$ cat config.mk
export PLATFORM = sky130hd
export DESIGN_NAME = integer_to_decimal_ascii
export DESIGN_NICKNAME = d
export VERILOG_FILES = /design/src/hw/rtl/itda_pkg.sv /design/src/hw/rtl/itda_dabble.sv /design/src/hw/rtl/integer_to_decimal_ascii.sv
export SDC_FILE = /design/constraint.sdc
export NUM_CORES = 1
export LEC_CHECK = 0
export BUFFER_PORTS_ARGS = -buffer_cell sky130_fd_sc_hd__buf_2
export CORE_AREA = 2 2 127 98
export CTS_CLUSTER_DIAMETER = 200
export DETAILED_ROUTE_END_ITERATION = 16
export DIE_AREA = 0 0 129 100
export MAX_ROUTING_LAYER = met4
export PLACE_DENSITY = 0.71
export SYNTH_ARGS = -nofsm -noshare
export SYNTH_HDL_FRONTEND = slang
export SYNTH_HIERARCHICAL = 1
export SYNTH_SLANG_ARGS = --single-unit
export TNS_END_PERCENT = 30
$ cat constraint.sdc
create_clock -name clk -period 4.8 [get_ports clk]
set_input_delay 0.72 -clock clk [delete_from_list [all_inputs] [get_ports clk]]
set_output_delay 0.72 -clock clk [all_outputs]
set_load 0.05 [all_outputs]
$ cat src/hw/rtl/itda_pkg.sv
package itda_pkg;

	localparam int VALUE_WIDTH_DEF = 32;

	// width of one BCD digit
	localparam int DIGIT_W = 4;

	localparam logic [7:0] CH_ZERO  = 8'd48;
	localparam logic [7:0] CH_MINUS = 8'd45;

endpackage

$ cat src/hw/rtl/itda_dabble.sv
// One shift-add-3 step: adjust every BCD digit, then shift in the next binary bit.
module itda_dabble import itda_pkg::*; #(
	parameter int NUM_DIGITS = 10
) (
	input  logic [NUM_DIGITS*DIGIT_W-1:0] bcd,
	input  logic                          bit_in,
	output logic [NUM_DIGITS*DIGIT_W-1:0] bcd_next
);

	logic [NUM_DIGITS*DIGIT_W-1:0] adj;

	always_comb begin
		for (int i = 0; i < NUM_DIGITS; i++) begin
			if (bcd[i*DIGIT_W +: DIGIT_W] >= DIGIT_W'(5)) begin
				adj[i*DIGIT_W +: DIGIT_W] = bcd[i*DIGIT_W +: DIGIT_W] + DIGIT_W'(3);
			end else begin
				adj[i*DIGIT_W +: DIGIT_W] = bcd[i*DIGIT_W +: DIGIT_W];
			end
		end
	end

	assign bcd_next = {adj[NUM_DIGITS*DIGIT_W-2:0], bit_in};

endmodule

$ cat src/hw/rtl/integer_to_decimal_ascii.sv
// Signed integer to decimal ASCII text.
// Input channel: in_valid / in_stall carries one two's-complement value per word.
// Output channel: out_valid / out_stall carries one character per word, most
// significant first; a negative value starts with '-', zero gives a single '0',
// and last marks the final character of each number.
// One value at a time: in_stall stays high from acceptance until the final
// character has been loaded into the output register.
// Sequence: shift-add-3 conversion of all VALUE_WIDTH bits (one input bit per cycle
// through the shared adjust unit), then the skip of leading zero digits, then the
// characters, one per cycle while the receiver does not stall.
// The output register lets the next value be accepted while the final
// character still waits. When the receiver stalls, the output word holds and
// the sequencer waits for it before loading another character.
// Reset clears the sequencer and the output valid; no word is in flight after.
module integer_to_decimal_ascii import itda_pkg::*; #(
	parameter int VALUE_WIDTH = VALUE_WIDTH_DEF
) (
	input  logic                   clk,
	input  logic                   arst_n,
	input  logic                   in_valid,
	output logic                   in_stall,
	input  logic [VALUE_WIDTH-1:0] value,
	output logic                   out_valid,
	input  logic                   out_stall,
	output logic [7:0]             char_code,
	output logic                   last
);

	// decimal digits of 2^(VALUE_WIDTH-1), the largest magnitude
	localparam int NUM_DIGITS = ((VALUE_WIDTH - 1) * 30103) / 100000 + 1;
	localparam int BCD_W      = NUM_DIGITS * DIGIT_W;
	localparam int PTR_W      = $clog2(NUM_DIGITS);
	localparam int CNT_W      = $clog2(VALUE_WIDTH);

	localparam logic [2:0] S_IDLE = 3'd0;
	localparam logic [2:0] S_CONV = 3'd1;
	localparam logic [2:0] S_SKIP = 3'd2;
	localparam logic [2:0] S_SIGN = 3'd3;
	localparam logic [2:0] S_EMIT = 3'd4;

	logic [2:0]             state_q;
	logic                   neg_q;
	logic [VALUE_WIDTH-1:0] bin_q;
	logic [BCD_W-1:0]       bcd_q;
	logic [BCD_W-1:0]       bcd_next;
	logic [CNT_W-1:0]       cnt_q;
	logic [PTR_W-1:0]       ptr_q;
	logic [DIGIT_W-1:0]     cur_digit;
	logic                   out_valid_q;
	logic [7:0]             char_q;
	logic                   last_q;
	logic                   out_free;
	logic                   in_acc;

	itda_dabble #(
		.NUM_DIGITS(NUM_DIGITS)
	) u_dabble (
		.bcd     (bcd_q),
		.bit_in  (bin_q[VALUE_WIDTH-1]),
		.bcd_next(bcd_next)
	);

	assign cur_digit = bcd_q[{ptr_q, 2'b00} +: DIGIT_W];
	assign out_free  = !out_valid_q || !out_stall;
	assign in_stall  = (state_q != S_IDLE);
	assign in_acc    = in_valid && (state_q == S_IDLE);

	assign out_valid = out_valid_q;
	assign char_code = char_q;
	assign last      = last_q;

	// sequencer
	always_ff @(posedge clk or negedge arst_n) begin
		if (!arst_n) begin
			state_q <= S_IDLE;
		end else begin
			unique case (state_q)
				S_IDLE: if (in_acc) state_q <= S_CONV;
				S_CONV: if (cnt_q == '0) state_q <= S_SKIP;
				S_SKIP: begin
					if (ptr_q == '0 || cur_digit != '0) begin
						state_q <= neg_q ? S_SIGN : S_EMIT;
					end
				end
				S_SIGN: if (out_free) state_q <= S_EMIT;
				S_EMIT: if (out_free && ptr_q == '0) state_q <= S_IDLE;
				default: state_q <= S_IDLE;
			endcase
		end
	end

	// datapath
	always_ff @(posedge clk) begin
		if (in_acc) begin
			neg_q <= value[VALUE_WIDTH-1];
			bin_q <= value[VALUE_WIDTH-1] ? (~value + VALUE_WIDTH'(1)) : value;
			bcd_q <= '0;
			cnt_q <= CNT_W'(VALUE_WIDTH - 1);
			ptr_q <= PTR_W'(NUM_DIGITS - 1);
		end else if (state_q == S_CONV) begin
			bcd_q <= bcd_next;
			bin_q <= {bin_q[VALUE_WIDTH-2:0], 1'b0};
			cnt_q <= cnt_q - CNT_W'(1);
		end else if (state_q == S_SKIP) begin
			if (ptr_q != '0 && cur_digit == '0) ptr_q <= ptr_q - PTR_W'(1);
		end else if (state_q == S_EMIT && out_free && ptr_q != '0) begin
			ptr_q <= ptr_q - PTR_W'(1);
		end
	end

	// output word register
	always_ff @(posedge clk or negedge arst_n) begin
		if (!arst_n) begin
			out_valid_q <= 1'b0;
		end else if (out_free) begin
			out_valid_q <= (state_q == S_SIGN) || (state_q == S_EMIT);
		end
	end

	always_ff @(posedge clk) begin
		if (out_free) begin
			if (state_q == S_SIGN) begin
				char_q <= CH_MINUS;
				last_q <= 1'b0;
			end else if (state_q == S_EMIT) begin
				char_q <= CH_ZERO + {4'b0000, cur_digit};
				last_q <= (ptr_q == '0);
			end
		end
	end

endmodule

==> flow_summary.yaml <==
run_status:
  status: "finished clean"
critical_path:
  rr_startpoint: "ptr_q[0]$_SDFFE_PP1P_"
  critPathLaunch: "value[10]"
  cp_max_fo: 5
  cp_cell_sequence: "buf_2 > or3_1 > nor4_1 > nand3_1 > o41ai_1 > xor2_1 > o21ai_1"
  path_delay_family: "simple AND/OR/NAND/NOR gates"
  critPathKind: "in -> reg"
  endpoint_kind: "flip-flop"
  cpPeakStageDelay_ps: 630
  crit_buf_inv: 1
  crit_path_start_kind: "input port"
  slowest_stage: "nor4_1"
  crit_required_ps: 4880
  critPathArrivalTime_ps: 2930
routing:
  final_antenna_net_count: 0
  drc: 0
  vias: 4530
  drt_iter0_markers: 252
  routed_via_density: 5.24
  wirelength_mm: 11.6
  drt_pass1_iterations: 4
  wl_per_cell_um: 13.4
timing:
  min_period_ps: 2850
  hold_violations: 0
  min_period_over_period_pct: 59.3
  tightestPinTransition_ps: 999
  rsz0062_at_grt: "no"
  maxSlewHeadroom_pct: 33.3
  setup_tns_ps: 0
  setup_violations: 0
  fin_skew_ps: 8.67
  fmax_mhz: 351
  drv_slew: 0
logic_synthesis:
  yosysTopAreaCell: "edfxtp_1"
  synth_most_common_cell: "nand2_1"
  yosys_warnings: 6
  synth_cell_types: 52
  synthFlopType: "dfxtp_1"
  ys_seq_area_share_pct: 39.9
  synth_edf_count: 39
  synth_common_cells: "nand2_1, a21oi_1, dfxtp_1"
  synth_area_leaders: "edfxtp_1, dfxtp_1, nand2_1"
  syn_area_um2: 5650
  syn-mean-instance-area_um2: 8.47
  ys_seq_elements: 92
  netlist.area_leader.share_pct: 20.7
  netlist_instances: 667
  async_flop_share_pct: 4.35
floorplan:
  io_pins: 47
  die_area_um2: 12900
  fp-row-count: 35
  coreArea_um2: 11900
  die_h_um: 100
  start_util_pct: 47.6
  die_w_um: 129
power:
  total_power_mw: 3.91
  peakVddDrop_uv: 231
  p_per_area_nw_per_um2: 625
  leakagePower_nw: 2.64
final_layout:
  final_nets: 754
  n_fill_cell: 1092
  syn2layout_area_growth_pct: 10.7
  diodes: 0
  fin_cells: 864
  layout-drive-gt1-share_pct: 13.8
placed_design:
  dpl.hpwl_mm: 8.17
  gp_congestion: 0.903
  place_inst: 848
  portBuffers: 43
clocking:
  clock-sinks: 92
  path_clk_slew_ps: 70
  cts_setup_buffers: 0
  cts.repair.resized: 0
  cts_buffer_depth: 2
  worstSkewPairLatency_ps: 350
  cts_hold_buf: 0
  h-tree-depth: 3
  cts_root_buf: "clkbuf_16"
  tritoncts: "done"
  cts_buffers: 9
global_routing:
  grtUsageTotal_pct: 19.5
  grt_overflow_total: 0
  grt_pass1_vias: 4212
  antenna_found_initial: 0
  use_met3_pct: 4.16
  grt_util_met2_pct: 28.9
  grt_pass1_wl_mm: 19.8
  grt_util_met1_pct: 27.3
  top_usage_layer: "met2"
  grt_max_degree: 45
flow_run:
  maxCapViolCount: 0
min_path:
  hold_class: "in -> async"
[cell families (layout without fill, tap and decap cells)]
| kind of cell | count (synthesis) | count (layout) | synth area share [%] |
|---|---|---|---|
| fa+ha+maj | 25 | 25 | 5.54 |
| other cells | 2 | 3 | 0.133 |
| xor+xnor | 43 | 43 | 6.67 |
| flops | 92 | 92 | 39.9 |
| compound gates | 146 | 146 | 15.5 |
| simple gates | 268 | 268 | 21.3 |
| buf+inv | 65 | 95 | 4.74 |
| mux | 26 | 26 | 6.27 |
[worst reg2reg max path, stage by stage, from the launching register on]
cell and delay [ps]:
dfxtp_1 810, mux4_2 620, a22o_1 260, a21oi_1 220, nand3_1 150, or4_1 490
nand3_1 80
[area by class of cell]
type	instances	area, µm²	share of cell area [%]
clock buffer	10	250	4.00
clock inverter	6	45.0	0.720
inverter	32	120	1.92
multi-input combinational	511	3130	50.1
sequential	92	2250	36.0
tap	166	208	3.32
timing repair buffer	47	245	3.92
[state kept, by name, summed over array words and instances, names as in the netlist]
signal	count
neg_q	1
char_code	5
bcd_q	40
out_valid	1
state_q	3
ptr_q	4
bin_q	32
last	1
cnt_q	5
[worst paths after layout]
check | end | slack [ps] | cells after the start
max in group asynchronous | state_q[1]$_DFFE_PN0P_ | 4510 | 1
worst min-delay path | out_valid$_DFFE_PN0N_ | 160 | 1
worst min register to register | bcd_q[21]$_SDFFE_PP0P_ | 480 | 2
min in group clk | bcd_q[21]$_SDFFE_PP0P_ | 480 | 2
worst max register to register | ptr_q[3]$_SDFFE_PP1P_ | 2120 | 6
worst max-delay path | bin_q[21]$_DFFE_PP_ | 1950 | 7
[through the flow]
step           instance area (µm²)  setup slack (ps)  hold slack [ps]  util, %
2_1_floorplan                 5650              1990              424        -
3_3_place_gp                  5960              1820              465     50.2
3_5_place_dp                  5960              1630              472     50.2
6_report                      6250              1950              163     52.7
4_1_cts                       6250              2010              157     52.7
5_1_grt                       6250              1790              162     52.7
[report_power, final]
group / internal [mW] / leakage, nW / total, mW / switching, mW
registers: 1.24 / 0.861 / 1.55 / 0.305
logic: 0.711 / 1.64 / 1.66 / 0.953
clock network: 0.384 / 0.136 / 0.694 / 0.310
total: 2.34 / 2.64 / 3.91 / 1.57
[routing by layer]
layer | vias up | routed length, µm
li1 | 2333 | -
met1 | 2128 | 5910
met2 | 59 | 5210
met3 | 10 | 332
met4 | 0 | 120
met5 | - | 0
[layout by cell type, fill, tap and decap left out, types with 4 or more instances in the layout]
cell,instances
nand2_1,172
a21oi_1,49
dfxtp_1,49
o21ai_0,46
buf_2,43
edfxtp_1,39
inv_1,31
xor2_1,28
ha_1,25
nor2_1,23
nand2b_1,23
xnor2_1,15
o21ai_1,14
mux2i_1,14
clkbuf_16,10
a21oi_2,10
nor3_1,9
o31ai_1,9
nand3_1,8
mux4_2,7
or3_1,5
nor2b_1,5
mux2_2,5
or4_1,4
dfrtp_1,4
buf_4,4
(Power assumes the default switching activity.)
